==> config.mk <==
export PLATFORM = sky130hd
export DESIGN_NAME = char_lcd_write_controller_flat
export DESIGN_NICKNAME = d
export VERILOG_FILES = /design/src/lcdw_pkg.sv /design/src/lcdw_ifs.sv /design/src/lcdw_front.sv /design/src/lcdw_queue.sv /design/src/lcdw_back.sv /design/src/char_lcd_write_controller.sv /design/src/flat_wrapper.sv
export SDC_FILE = /design/constraint.sdc
export NUM_CORES = 1
export LEC_CHECK = 0
export BUFFER_PORTS_ARGS = -buffer_cell sky130_fd_sc_hd__buf_2
export CORE_MARGIN = 2
export CORE_UTILIZATION = 35
export DETAILED_ROUTE_END_ITERATION = 10
export PLACE_DENSITY = 0.57
export SYNTH_ARGS = -nofsm -noshare
export SYNTH_HDL_FRONTEND = slang
export SYNTH_SLANG_ARGS = --single-unit
==> constraint.sdc <==
create_clock -name clk -period 4.5 [get_ports clk]
set_input_delay 0.9 -clock clk [delete_from_list [all_inputs] [get_ports clk]]
set_output_delay 0.9 -clock clk [all_outputs]
set_load 0.01 [all_outputs]
==> src/lcdw_pkg.sv <==
// Shared types and constants for the character LCD write controller.
package lcdw_pkg;

    // Request mode codes
    localparam logic [2:0] MODE_INIT    = 3'd0;
    localparam logic [2:0] MODE_COMMAND = 3'd1;
    localparam logic [2:0] MODE_DATA    = 3'd2;
    localparam logic [2:0] MODE_CURSOR  = 3'd3;
    localparam logic [2:0] MODE_NUMBER  = 3'd4;
    localparam logic [2:0] MODE_GLYPH   = 3'd5;

    // Configuration register indexes
    localparam logic CFG_STARTUP_WAIT = 1'b0;
    localparam logic CFG_ENABLE_PULSE = 1'b1;

    localparam int unsigned CFG_W = 24;
    localparam logic [CFG_W-1:0] STARTUP_WAIT_RESET = 24'd2000000;
    localparam logic [CFG_W-1:0] ENABLE_PULSE_RESET = 24'd100000;

    // LCD instruction bytes
    localparam logic [7:0] CMD_FUNCTION_SET = 8'h38;
    localparam logic [7:0] CMD_DISPLAY_ON   = 8'h0C;
    localparam logic [7:0] CMD_CLEAR        = 8'h01;
    localparam logic [7:0] CMD_CGRAM_BASE   = 8'h40;
    localparam logic [7:0] DDRAM_LINE0      = 8'h80;
    localparam logic [7:0] DDRAM_LINE1      = 8'hC0;
    localparam logic [7:0] ASCII_ZERO       = 8'h30;

    // Register select codes
    localparam logic RS_INSTR = 1'b0;
    localparam logic RS_DATA  = 1'b1;

    // Number and glyph geometry
    localparam int unsigned NUM_W       = 16;
    localparam int unsigned BCD_DIGITS  = 5;
    localparam int unsigned BCD_W       = 4 * BCD_DIGITS;
    localparam int unsigned GLYPH_SLOTS = 8;
    localparam int unsigned SLOT_W      = $clog2(GLYPH_SLOTS);
    localparam int unsigned ROW_W       = 5;
    localparam int unsigned GLYPH_ROWS  = 8;
    localparam int unsigned GLYPH_W     = ROW_W * GLYPH_ROWS;

    // Transfer index positions inside runs
    localparam logic [3:0] INIT_LAST_IDX  = 4'd2;
    localparam logic [3:0] GLYPH_ADDR_IDX = 4'(GLYPH_ROWS + 1);
    localparam logic [3:0] GLYPH_LAST_IDX = 4'(GLYPH_ROWS + 2);

    // Request queue depth
    localparam int unsigned Q_DEPTH = 2;
    localparam int unsigned Q_PTR_W = $clog2(Q_DEPTH);
    localparam int unsigned Q_CNT_W = $clog2(Q_DEPTH + 1);

    typedef enum logic [1:0] {
        JOB_INIT,
        JOB_SINGLE,
        JOB_NUMBER,
        JOB_GLYPH
    } job_kind_t;

    // Classified request as held in the queue
    typedef struct packed {
        job_kind_t          kind;
        logic               rs;
        logic [7:0]         byte_val;
        logic [NUM_W-1:0]   number;
        logic [SLOT_W-1:0]  slot;
        logic [7:0]         address;
        logic [GLYPH_W-1:0] rows;
    } job_t;

    typedef struct packed {
        logic full;
        logic empty;
    } q_status_t;

    typedef enum logic [2:0] {
        BK_IDLE,
        BK_WAIT,
        BK_CONVERT,
        BK_PULSE,
        BK_PUSH
    } back_state_t;

endpackage

==> src/lcdw_ifs.sv <==
// Handshake interfaces for request, transfer and configuration channels.
interface lcdw_req_if;
    logic        valid;
    logic        ready;
    logic [2:0]  mode;
    logic [7:0]  byte_value;
    logic        line_row;
    logic [5:0]  column;
    logic [15:0] number_value;
    logic [2:0]  glyph_slot;
    logic [39:0] glyph_rows;

    modport source (output valid, mode, byte_value, line_row, column, number_value,
                    glyph_slot, glyph_rows, input ready);
    modport sink (input valid, mode, byte_value, line_row, column, number_value,
                  glyph_slot, glyph_rows, output ready);
endinterface

interface lcdw_xfer_if;
    logic       valid;
    logic       ready;
    logic       reg_select;
    logic [7:0] bus_byte;
    logic       last_of_run;

    modport source (output valid, reg_select, bus_byte, last_of_run, input ready);
    modport sink (input valid, reg_select, bus_byte, last_of_run, output ready);
endinterface

interface lcdw_cfg_if;
    logic        valid;
    logic        ready;
    logic        index;
    logic [23:0] data;

    modport source (output valid, index, data, input ready);
    modport sink (input valid, index, data, output ready);
endinterface

==> src/lcdw_front.sv <==
// Front end: accepts requests, drops unused modes and classifies the rest into jobs.
module lcdw_front #(
    parameter int unsigned LINE_LENGTH = 40
) (
    lcdw_req_if.sink           req,
    input  lcdw_pkg::q_status_t q_status,
    output logic               push,
    output lcdw_pkg::job_t     entry
);
    import lcdw_pkg::*;

    logic       mode_ok;
    logic [5:0] col_sat;
    logic [7:0] cursor_addr;

    // Take a request whenever the queue has room
    assign req.ready = !q_status.full;
    assign push      = req.valid && req.ready && mode_ok;

    // Cursor address with column clamped to the line length
    always_comb
    begin
        if (req.column >= 6'(LINE_LENGTH))
            col_sat = 6'(LINE_LENGTH - 1);
        else
            col_sat = req.column;
        cursor_addr = (req.line_row ? DDRAM_LINE1 : DDRAM_LINE0) + {2'b00, col_sat};
    end

    // Classify
    always_comb
    begin
        mode_ok        = 1'b1;
        entry.kind     = JOB_SINGLE;
        entry.rs       = RS_INSTR;
        entry.byte_val = req.byte_value;
        entry.number   = req.number_value;
        entry.slot     = req.glyph_slot;
        entry.address  = cursor_addr;
        entry.rows     = req.glyph_rows;
        unique case (req.mode)
            MODE_INIT:    entry.kind = JOB_INIT;
            MODE_COMMAND: entry.kind = JOB_SINGLE;
            MODE_DATA:    entry.rs   = RS_DATA;
            MODE_CURSOR:  entry.byte_val = cursor_addr;
            MODE_NUMBER:  entry.kind = JOB_NUMBER;
            MODE_GLYPH:   entry.kind = JOB_GLYPH;
            default:      mode_ok    = 1'b0;
        endcase
    end

endmodule

==> src/lcdw_queue.sv <==
// Short job queue between the front end and the transfer sequencer.
module lcdw_queue (
    input  logic                clk,
    input  logic                rst_n,
    input  logic                push,
    input  lcdw_pkg::job_t      push_entry,
    input  logic                pop,
    output lcdw_pkg::job_t      head,
    output lcdw_pkg::q_status_t status
);
    import lcdw_pkg::*;

    job_t               mem_reg [Q_DEPTH];
    logic [Q_PTR_W-1:0] wr_ptr_reg, wr_ptr_next;
    logic [Q_PTR_W-1:0] rd_ptr_reg, rd_ptr_next;
    logic [Q_CNT_W-1:0] count_reg, count_next;

    assign status.full  = (count_reg == Q_CNT_W'(Q_DEPTH));
    assign status.empty = (count_reg == '0);
    assign head         = mem_reg[rd_ptr_reg];

    // Pointer and fill count update
    always_comb
    begin
        wr_ptr_next = wr_ptr_reg;
        rd_ptr_next = rd_ptr_reg;
        count_next  = count_reg;
        if (push)
            wr_ptr_next = (wr_ptr_reg == Q_PTR_W'(Q_DEPTH - 1)) ? '0 : wr_ptr_reg + 1'b1;
        if (pop)
            rd_ptr_next = (rd_ptr_reg == Q_PTR_W'(Q_DEPTH - 1)) ? '0 : rd_ptr_reg + 1'b1;
        if (push && !pop)
            count_next = count_reg + 1'b1;
        else if (pop && !push)
            count_next = count_reg - 1'b1;
    end

    always_ff @(posedge clk or negedge rst_n)
    begin
        if (!rst_n)
        begin
            wr_ptr_reg <= '0;
            rd_ptr_reg <= '0;
            count_reg  <= '0;
        end
        else
        begin
            wr_ptr_reg <= wr_ptr_next;
            rd_ptr_reg <= rd_ptr_next;
            count_reg  <= count_next;
        end
    end

    // Entry storage
    always_ff @(posedge clk)
    begin
        if (push)
            mem_reg[wr_ptr_reg] <= push_entry;
    end

endmodule

==> src/lcdw_back.sv <==
// Back end: timing registers, BCD conversion and per-transfer sequencing.
module lcdw_back (
    input  logic                clk,
    input  logic                rst_n,
    lcdw_cfg_if.sink            cfg,
    input  lcdw_pkg::job_t      job,
    input  lcdw_pkg::q_status_t q_status,
    output logic                pop,
    lcdw_xfer_if.source         xfer
);
    import lcdw_pkg::*;

    localparam int unsigned CONV_W = $clog2(NUM_W + 1);

    back_state_t        state_reg, state_next;
    logic [CFG_W-1:0]   startup_wait_reg, enable_pulse_reg;
    logic [CFG_W-1:0]   delay_counter_reg, delay_counter_next;
    logic [3:0]         transfer_index_reg, transfer_index_next;
    logic [CONV_W-1:0]  conv_count_reg, conv_count_next;
    logic [2:0]         digit_count_reg, digit_count_next;
    logic               out_valid_reg, out_valid_next;

    logic [NUM_W-1:0]   bin_reg, bin_next;
    logic [BCD_W-1:0]   bcd_digits_reg, bcd_digits_next;
    logic [GLYPH_W-1:0] glyph_shift_reg, glyph_shift_next;
    logic               out_rs_reg;
    logic [7:0]         out_byte_reg;
    logic               out_last_reg;

    logic [CFG_W-1:0]   pulse_len;
    logic [BCD_W-1:0]   bcd_adj;
    logic [2:0]         bcd_len;
    logic [3:0]         cur_digit;
    logic               cur_rs;
    logic [7:0]         cur_byte;
    logic               cur_last;
    logic               out_free;
    logic               out_load;

    assign cfg.ready   = 1'b1;
    assign pulse_len   = (enable_pulse_reg == '0) ? CFG_W'(1) : enable_pulse_reg;
    assign out_free    = !out_valid_reg || xfer.ready;
    assign out_load    = (state_reg == BK_PUSH) && out_free;
    assign pop         = out_load && cur_last;

    assign xfer.valid       = out_valid_reg;
    assign xfer.reg_select  = out_rs_reg;
    assign xfer.bus_byte    = out_byte_reg;
    assign xfer.last_of_run = out_last_reg;

    // Double-dabble adjust: add 3 to every digit of 5 or more
    always_comb
    begin
        for (int k = 0; k < BCD_DIGITS; k++)
        begin
            if (bcd_digits_reg[4*k +: 4] >= 4'd5)
                bcd_adj[4*k +: 4] = bcd_digits_reg[4*k +: 4] + 4'd3;
            else
                bcd_adj[4*k +: 4] = bcd_digits_reg[4*k +: 4];
        end
    end

    // Number of significant digits, at least one
    always_comb
    begin
        priority if (bcd_digits_reg[19:16] != '0) bcd_len = 3'd5;
        else if (bcd_digits_reg[15:12] != '0)     bcd_len = 3'd4;
        else if (bcd_digits_reg[11:8] != '0)      bcd_len = 3'd3;
        else if (bcd_digits_reg[7:4] != '0)       bcd_len = 3'd2;
        else                                       bcd_len = 3'd1;
    end

    // Digit still to send, most significant first
    always_comb
    begin
        unique case (digit_count_reg)
            3'd5:    cur_digit = bcd_digits_reg[19:16];
            3'd4:    cur_digit = bcd_digits_reg[15:12];
            3'd3:    cur_digit = bcd_digits_reg[11:8];
            3'd2:    cur_digit = bcd_digits_reg[7:4];
            default: cur_digit = bcd_digits_reg[3:0];
        endcase
    end

    // Current transfer of the run
    always_comb
    begin
        cur_rs   = RS_INSTR;
        cur_byte = job.byte_val;
        cur_last = 1'b1;
        unique case (job.kind)
            JOB_INIT:
            begin
                cur_last = (transfer_index_reg == INIT_LAST_IDX);
                unique case (transfer_index_reg)
                    4'd0:    cur_byte = CMD_FUNCTION_SET;
                    4'd1:    cur_byte = CMD_DISPLAY_ON;
                    default: cur_byte = CMD_CLEAR;
                endcase
            end
            JOB_SINGLE:
                cur_rs = job.rs;
            JOB_NUMBER:
            begin
                cur_rs   = RS_DATA;
                cur_byte = ASCII_ZERO + {4'd0, cur_digit};
                cur_last = (digit_count_reg <= 3'd1);
            end
            JOB_GLYPH:
            begin
                cur_last = (transfer_index_reg == GLYPH_LAST_IDX);
                priority if (transfer_index_reg == '0)
                    cur_byte = CMD_CGRAM_BASE | {2'b00, job.slot, 3'b000};
                else if (transfer_index_reg == GLYPH_ADDR_IDX)
                    cur_byte = job.address;
                else if (transfer_index_reg == GLYPH_LAST_IDX)
                begin
                    cur_rs   = RS_DATA;
                    cur_byte = {5'd0, job.slot};
                end
                else
                begin
                    cur_rs   = RS_DATA;
                    cur_byte = {3'd0, glyph_shift_reg[ROW_W-1:0]};
                end
            end
            default: cur_last = 1'b1;
        endcase
    end

    // Next state
    always_comb
    begin
        state_next = state_reg;
        unique case (state_reg)
            BK_IDLE:
                if (!q_status.empty)
                begin
                    unique case (job.kind)
                        JOB_INIT:   state_next = BK_WAIT;
                        JOB_NUMBER: state_next = BK_CONVERT;
                        default:    state_next = BK_PULSE;
                    endcase
                end
            BK_WAIT:
                if (delay_counter_reg == '0)
                    state_next = BK_PULSE;
            BK_CONVERT:
                if (conv_count_reg == '0)
                    state_next = BK_PULSE;
            BK_PULSE:
                if (delay_counter_reg <= CFG_W'(1))
                    state_next = BK_PUSH;
            BK_PUSH:
                if (out_free)
                    state_next = cur_last ? BK_IDLE : BK_PULSE;
            default:
                state_next = BK_IDLE;
        endcase
    end

    // Counters and datapath
    always_comb
    begin
        delay_counter_next  = delay_counter_reg;
        transfer_index_next = transfer_index_reg;
        conv_count_next     = conv_count_reg;
        digit_count_next    = digit_count_reg;
        bin_next            = bin_reg;
        bcd_digits_next     = bcd_digits_reg;
        glyph_shift_next    = glyph_shift_reg;
        out_valid_next      = out_valid_reg;
        if (xfer.ready)
            out_valid_next = 1'b0;
        if (out_load)
            out_valid_next = 1'b1;

        unique case (state_reg)
            BK_IDLE:
            begin
                transfer_index_next = '0;
                bin_next            = job.number;
                bcd_digits_next     = '0;
                conv_count_next     = CONV_W'(NUM_W);
                glyph_shift_next    = job.rows;
                delay_counter_next  = (job.kind == JOB_INIT) ? startup_wait_reg : pulse_len;
            end
            BK_WAIT:
                if (delay_counter_reg == '0)
                    delay_counter_next = pulse_len;
                else
                    delay_counter_next = delay_counter_reg - 1'b1;
            BK_CONVERT:
                if (conv_count_reg == '0)
                begin
                    digit_count_next   = bcd_len;
                    delay_counter_next = pulse_len;
                end
                else
                begin
                    bcd_digits_next = {bcd_adj[BCD_W-2:0], bin_reg[NUM_W-1]};
                    bin_next        = {bin_reg[NUM_W-2:0], 1'b0};
                    conv_count_next = conv_count_reg - 1'b1;
                end
            BK_PULSE:
                if (delay_counter_reg > CFG_W'(1))
                    delay_counter_next = delay_counter_reg - 1'b1;
            BK_PUSH:
                if (out_load && !cur_last)
                begin
                    transfer_index_next = transfer_index_reg + 1'b1;
                    delay_counter_next  = pulse_len;
                    if (job.kind == JOB_NUMBER)
                        digit_count_next = digit_count_reg - 1'b1;
                    if (job.kind == JOB_GLYPH && transfer_index_reg != '0
                        && transfer_index_reg < GLYPH_ADDR_IDX)
                        glyph_shift_next = glyph_shift_reg >> ROW_W;
                end
            default: ;
        endcase
    end

    // Control registers and configuration
    always_ff @(posedge clk or negedge rst_n)
    begin
        if (!rst_n)
        begin
            state_reg          <= BK_IDLE;
            startup_wait_reg   <= STARTUP_WAIT_RESET;
            enable_pulse_reg   <= ENABLE_PULSE_RESET;
            delay_counter_reg  <= '0;
            transfer_index_reg <= '0;
            conv_count_reg     <= '0;
            digit_count_reg    <= '0;
            out_valid_reg      <= 1'b0;
        end
        else
        begin
            state_reg          <= state_next;
            delay_counter_reg  <= delay_counter_next;
            transfer_index_reg <= transfer_index_next;
            conv_count_reg     <= conv_count_next;
            digit_count_reg    <= digit_count_next;
            out_valid_reg      <= out_valid_next;
            if (cfg.valid && cfg.index == CFG_STARTUP_WAIT)
                startup_wait_reg <= cfg.data;
            if (cfg.valid && cfg.index == CFG_ENABLE_PULSE)
                enable_pulse_reg <= cfg.data;
        end
    end

    // Payload registers
    always_ff @(posedge clk)
    begin
        bin_reg         <= bin_next;
        bcd_digits_reg  <= bcd_digits_next;
        glyph_shift_reg <= glyph_shift_next;
        if (out_load)
        begin
            out_rs_reg   <= cur_rs;
            out_byte_reg <= cur_byte;
            out_last_reg <= cur_last;
        end
    end

endmodule

==> src/char_lcd_write_controller.sv <==
// Top level of the character LCD write controller.
//
//  Port   Dir   Moves                     Payload
//  req    in    one request               mode, byte_value, line_row, column,
//                                         number_value, glyph_slot, glyph_rows
//  xfer   out   one bus transfer          reg_select, bus_byte, last_of_run
//  cfg    in    one register write        index, data (always ready)
//
// Each transfer is paced by the enable strobe counter in the sequencer, which
// counts down the enable_pulse register (zero acts as one), and each request passes
// through the idle state to pick up its job. An init run first waits out the startup
// wait register; a decimal number first goes through bit-serial BCD conversion.
// A two-entry job queue lets requests be taken while a run is in progress; a
// stalled xfer channel holds the sequencer at its output register.
// Reset is asynchronous and active low; config registers return to defaults.
module char_lcd_write_controller #(
    parameter int unsigned LINE_LENGTH = 40
) (
    input  logic  clk,
    input  logic  rst_n,
    lcdw_req_if.sink    req,
    lcdw_xfer_if.source xfer,
    lcdw_cfg_if.sink    cfg
);
    import lcdw_pkg::*;

    logic      push;
    logic      pop;
    job_t      push_entry;
    job_t      head;
    q_status_t q_status;

    lcdw_front #(
        .LINE_LENGTH (LINE_LENGTH)
    ) u_front (
        .req      (req),
        .q_status (q_status),
        .push     (push),
        .entry    (push_entry)
    );

    lcdw_queue u_queue (
        .clk        (clk),
        .rst_n      (rst_n),
        .push       (push),
        .push_entry (push_entry),
        .pop        (pop),
        .head       (head),
        .status     (q_status)
    );

    lcdw_back u_back (
        .clk      (clk),
        .rst_n    (rst_n),
        .cfg      (cfg),
        .job      (head),
        .q_status (q_status),
        .pop      (pop),
        .xfer     (xfer)
    );

endmodule

==> src/flat_wrapper.sv <==
// flat-port wrapper written by rule: the top's interface ports become plain ports
module char_lcd_write_controller_flat import lcdw_pkg::*;
#(
    parameter int unsigned LINE_LENGTH = 40
)
  (clk, rst_n, req_valid, req_mode, req_byte_value, req_line_row, req_column, req_number_value, req_glyph_slot, req_glyph_rows, req_ready, xfer_valid, xfer_reg_select, xfer_bus_byte, xfer_last_of_run, xfer_ready, cfg_valid, cfg_index, cfg_data, cfg_ready);
  lcdw_req_if req_i ();
  lcdw_xfer_if xfer_i ();
  lcdw_cfg_if cfg_i ();
  input  logic clk;
  input  logic rst_n;
  input wire logic [$bits(req_i.valid)-1:0] req_valid;
  input wire logic [$bits(req_i.mode)-1:0] req_mode;
  input wire logic [$bits(req_i.byte_value)-1:0] req_byte_value;
  input wire logic [$bits(req_i.line_row)-1:0] req_line_row;
  input wire logic [$bits(req_i.column)-1:0] req_column;
  input wire logic [$bits(req_i.number_value)-1:0] req_number_value;
  input wire logic [$bits(req_i.glyph_slot)-1:0] req_glyph_slot;
  input wire logic [$bits(req_i.glyph_rows)-1:0] req_glyph_rows;
  output wire logic [$bits(req_i.ready)-1:0] req_ready;
  output wire logic [$bits(xfer_i.valid)-1:0] xfer_valid;
  output wire logic [$bits(xfer_i.reg_select)-1:0] xfer_reg_select;
  output wire logic [$bits(xfer_i.bus_byte)-1:0] xfer_bus_byte;
  output wire logic [$bits(xfer_i.last_of_run)-1:0] xfer_last_of_run;
  input wire logic [$bits(xfer_i.ready)-1:0] xfer_ready;
  input wire logic [$bits(cfg_i.valid)-1:0] cfg_valid;
  input wire logic [$bits(cfg_i.index)-1:0] cfg_index;
  input wire logic [$bits(cfg_i.data)-1:0] cfg_data;
  output wire logic [$bits(cfg_i.ready)-1:0] cfg_ready;
  assign req_i.valid = req_valid;
  assign req_i.mode = req_mode;
  assign req_i.byte_value = req_byte_value;
  assign req_i.line_row = req_line_row;
  assign req_i.column = req_column;
  assign req_i.number_value = req_number_value;
  assign req_i.glyph_slot = req_glyph_slot;
  assign req_i.glyph_rows = req_glyph_rows;
  assign req_ready = req_i.ready;
  assign xfer_valid = xfer_i.valid;
  assign xfer_reg_select = xfer_i.reg_select;
  assign xfer_bus_byte = xfer_i.bus_byte;
  assign xfer_last_of_run = xfer_i.last_of_run;
  assign xfer_i.ready = xfer_ready;
  assign cfg_i.valid = cfg_valid;
  assign cfg_i.index = cfg_index;
  assign cfg_i.data = cfg_data;
  assign cfg_ready = cfg_i.ready;
  char_lcd_write_controller #(.LINE_LENGTH(LINE_LENGTH)) u_core (.clk(clk), .rst_n(rst_n), .req(req_i), .xfer(xfer_i), .cfg(cfg_i));
endmodule
==> summary.md <==
| Metric | Value |
|---|---|
| Outcome | completed |
| Multi-input gate area | 4960 µm² |
| Via count | 9337 |
| Leakage | 6.10 nW |
| IO Count | 120 |
| Setup TNS | 0 ns |
| Fin Clk Skew | 0.0185 ns |
| RSZ-0062 raised after global routing | no |
| Fin crit period | 3.15 ns |
| Largest net degree at the start of global routing | 78 |
| Number of synthesized flops with an enable pin | 240 |
| Cell-by-cell listing of the critical path | mux2i_1, a22oi_1, o2111ai_1, buf_4, o31a_1, o2bb2ai_1 |
| Mapped Area | 14800 µm² |
| Row cnt | 75 |
| R2r worst-path depth | 6 |
| Vias per cell | 5.15 |
| Worst Hold Class | primary input to asynchronous set/reset pin |
| Die Wd | 210 µm |
| Yosys cell types | 71 |
| Largest register FFs | 154 |
| Nets | 1379 |
| Worst-path fanout max | 27 |
| Tightest Pin Transition | 1.14 ns |
| CTS tree | yes |
| Yosys warns | 0 |
| Max Cap Viol | 0 |
| Post-CTS Setup Bufs | 0 |
| Core area | 41900 µm² |
| Overflow after GRT | 0 |
| Sequential cell area | 9530 µm² |
| Sequential fraction of the synthesis area | 0.644 |
| Nature of the critical path endpoint | flip-flop |
| Worst VDD drop | 0.309 mV |
| Clk buf depth | 3 |
| Syn Area/Cell | 13.1 µm² |
| Area share of the largest cell type after synthesis | 0.487 |
| Crit share post-route | 0.700 |
| Primary FF master, synth | edfxtp_1 |
| CTS resizes | 0 |
| IO buf count | 118 |
| Clock slew at reported path FFs | 0.06 ns |
| Clk Latency, worst-skew pair | 0.56 ns |
| 1st-iter DRT viols | 558 |
| Total Wirelength | 32.7 mm |
| Leading cell types by count after synthesis | 240 x edfxtp_1, 99 x nor2_1, 79 x a21oi_1, 79 x dfrtp_1, 79 x mux2i_1 |
| TritonCTS sink count | 332 |
| RePlAce Congestion | 0.846 |
| Hold buffers post-CTS | 0 |
| Most frequent cell after synthesis | edfxtp_1 |
| CP arrival | 3.54 ns |
| Initial antenna violation count | 5 |
| Async S/R FF share, synth | 0.277 |
| P&R area growth vs syn | 16.1% |
| Initial Utilization | 0.354 |
| Number of H-tree levels | 2 |
| Fill cells | 3956 |
| Slew HR | 0.241 |
| DR WL/cell | 18.0 µm |
| First-pass GRT wire length | 52.1 mm |
| Drt drc | 0 |
| Detail Route Antenna Nets | 0 |
| Die ar. | 43900 µm² |
| DP Wirelength | 21.3 mm |
| Crit path kind | flip-flop to flip-flop |
| Clk root buf | clkbuf_16 |
| Peak per-stage delay on the critical path | 0.74 ns |
| F_max | 318 MHz |
| CTS buffer count | 39 |
| GRT Overall Usage | 0.150 |
| Die Ht | 210 µm |
| Share of layout cells above drive strength 1 | 0.222 |
| Synth area leaders | edfxtp_1 49%, dfrtp_1 13%, mux2i_1 5.3% |
| DRT Pass-1 Iters | 5 |
| Final setup fails | 0 |
| Number of global-route vias before repair | 9368 |
| Cells after synthesis | 1129 |
| Slew Viols, Final | 0 |
| Synthesized Nets | 1263 |
| Critical path launch point type | flip-flop |
| Area leader, netlist | edfxtp_1 |
| Worst Path Required | 4.89 ns |
| Power per cell area | 494 nW/µm² |
| Fin. Hold Viols | 0 |
| Slowest-stage cell, CP | o31a_1 |
| Final core occ | 0.410 |
| Register bit total from synthesis | 332 |
[kinds of logic after synthesis]
| family | count (synthesis) | synth area share |
|---|---|---|
| flops | 332 | 0.644 |
| simple gates | 294 | 0.100 |
| compound gates | 234 | 0.100 |
| mux | 138 | 0.0984 |
| buf+inv | 85 | 0.0234 |
| fa+ha+maj | 27 | 0.0228 |
| xor+xnor | 18 | 0.0107 |
| other cells | 1 | 0.000253 |
[layout by cell type (no fill, tap or decap), types with 6 or more instances in the layout]
cell	instances
dfstp_2	13
dfrtp_1	78
o2bb2ai_1	19
mux2i_1	79
inv_1	26
clkinv_2	6
a22o_1	7
xor2_1	9
or3_1	8
clkinv_1	7
nand2_1	56
ha_1	27
nor3_1	21
nor2b_1	6
nor2_1	98
buf_4	17
edfxtp_1	240
clkbuf_16	40
nor4_1	23
buf_2	117
mux2_2	59
o21ai_0	70
clkbuf_1	7
nand3_1	12
nand2b_1	16
or4_1	8
a21oi_1	78
nor3b_1	8
xnor2_1	9
a221oi_1	15
[routing by layer]
metal	up-vias	track usage	wire length (µm)	share of wire
li1	4506	-	-	-
met1	4561	0.202	15000	0.46
met2	212	0.240	15300	0.47
met3	54	0.0334	1640	0.050
met4	4	0.0538	759	0.023
met5	-	0	30	0.00092
[area by class of cell]
cell class / count / share of cell area
Sequential cell: 332 / 0.555
Multi-Input combinational cell: 712 / 0.289
Clock buffer: 51 / 0.0630
Timing Repair Buffer: 134 / 0.0415
Tap cell: 539 / 0.0393
Clock inverter: 18 / 0.00641
Inverter: 26 / 0.00568
Antenna cell: 2 / 0.000291
[worst paths after layout]
| kind | start | end | slack (ns) |
|---|---|---|---|
| worst max-delay path | u_core.u_queue.rd_ptr_reg | u_core.u_back.delay_counter_reg[14] | 1.35 |
| worst min-delay path | rst_n | u_core.u_back.delay_counter_reg[15] | 0.47 |
| worst max register to register | u_core.u_queue.rd_ptr_reg | u_core.u_back.delay_counter_reg[14] | 1.35 |
| worst min register to register | u_core.u_back.delay_counter_reg[13] | u_core.u_back.delay_counter_reg[13] | 0.49 |
| max in group asynchronous | rst_n | u_core.u_back.startup_wait_reg[10] | 3.13 |
| min in group clk | u_core.u_back.delay_counter_reg[13] | u_core.u_back.delay_counter_reg[13] | 0.49 |
[power by group]
group | total, mW | switching [mW] | leakage [nW] | internal, mW
sequential | 4.18 | 0.326 | 3.30 | 3.86
combinational | 1.34 | 0.785 | 2.21 | 0.554
clock | 2.95 | 1.25 | 0.588 | 1.70
[critical path, delay by kind of cell, from the launching register on]
kind | cells | cell delay, ns
muxes | 1 | 0.55
buffers and inverters | 1 | 0.25
DFF | 1 | 0.70
AOI/OAI and AO/OA | 4 | 1.46
[through the flow]
stage / area (µm²) / power (mW) / setup slack, ns / std cells / hold slack (ns)
5_1_grt: 17200 / 8.94 / 1.12 / 1813 / 0.514
2_1_floorplan: 14800 / 5.12 / 0.839 / 1129 / 0.457
3_3_place_gp: 16000 / 5.55 / 1.27 / 1743 / 0.476
4_1_cts: 17200 / 8.59 / 1.32 / 1812 / 0.491
3_5_place_dp: 16000 / 5.59 / 1.24 / 1743 / 0.477
6_report: 17200 / 8.48 / 1.35 / 1814 / 0.467
Note: power is estimated with default switching activity, not from simulation.
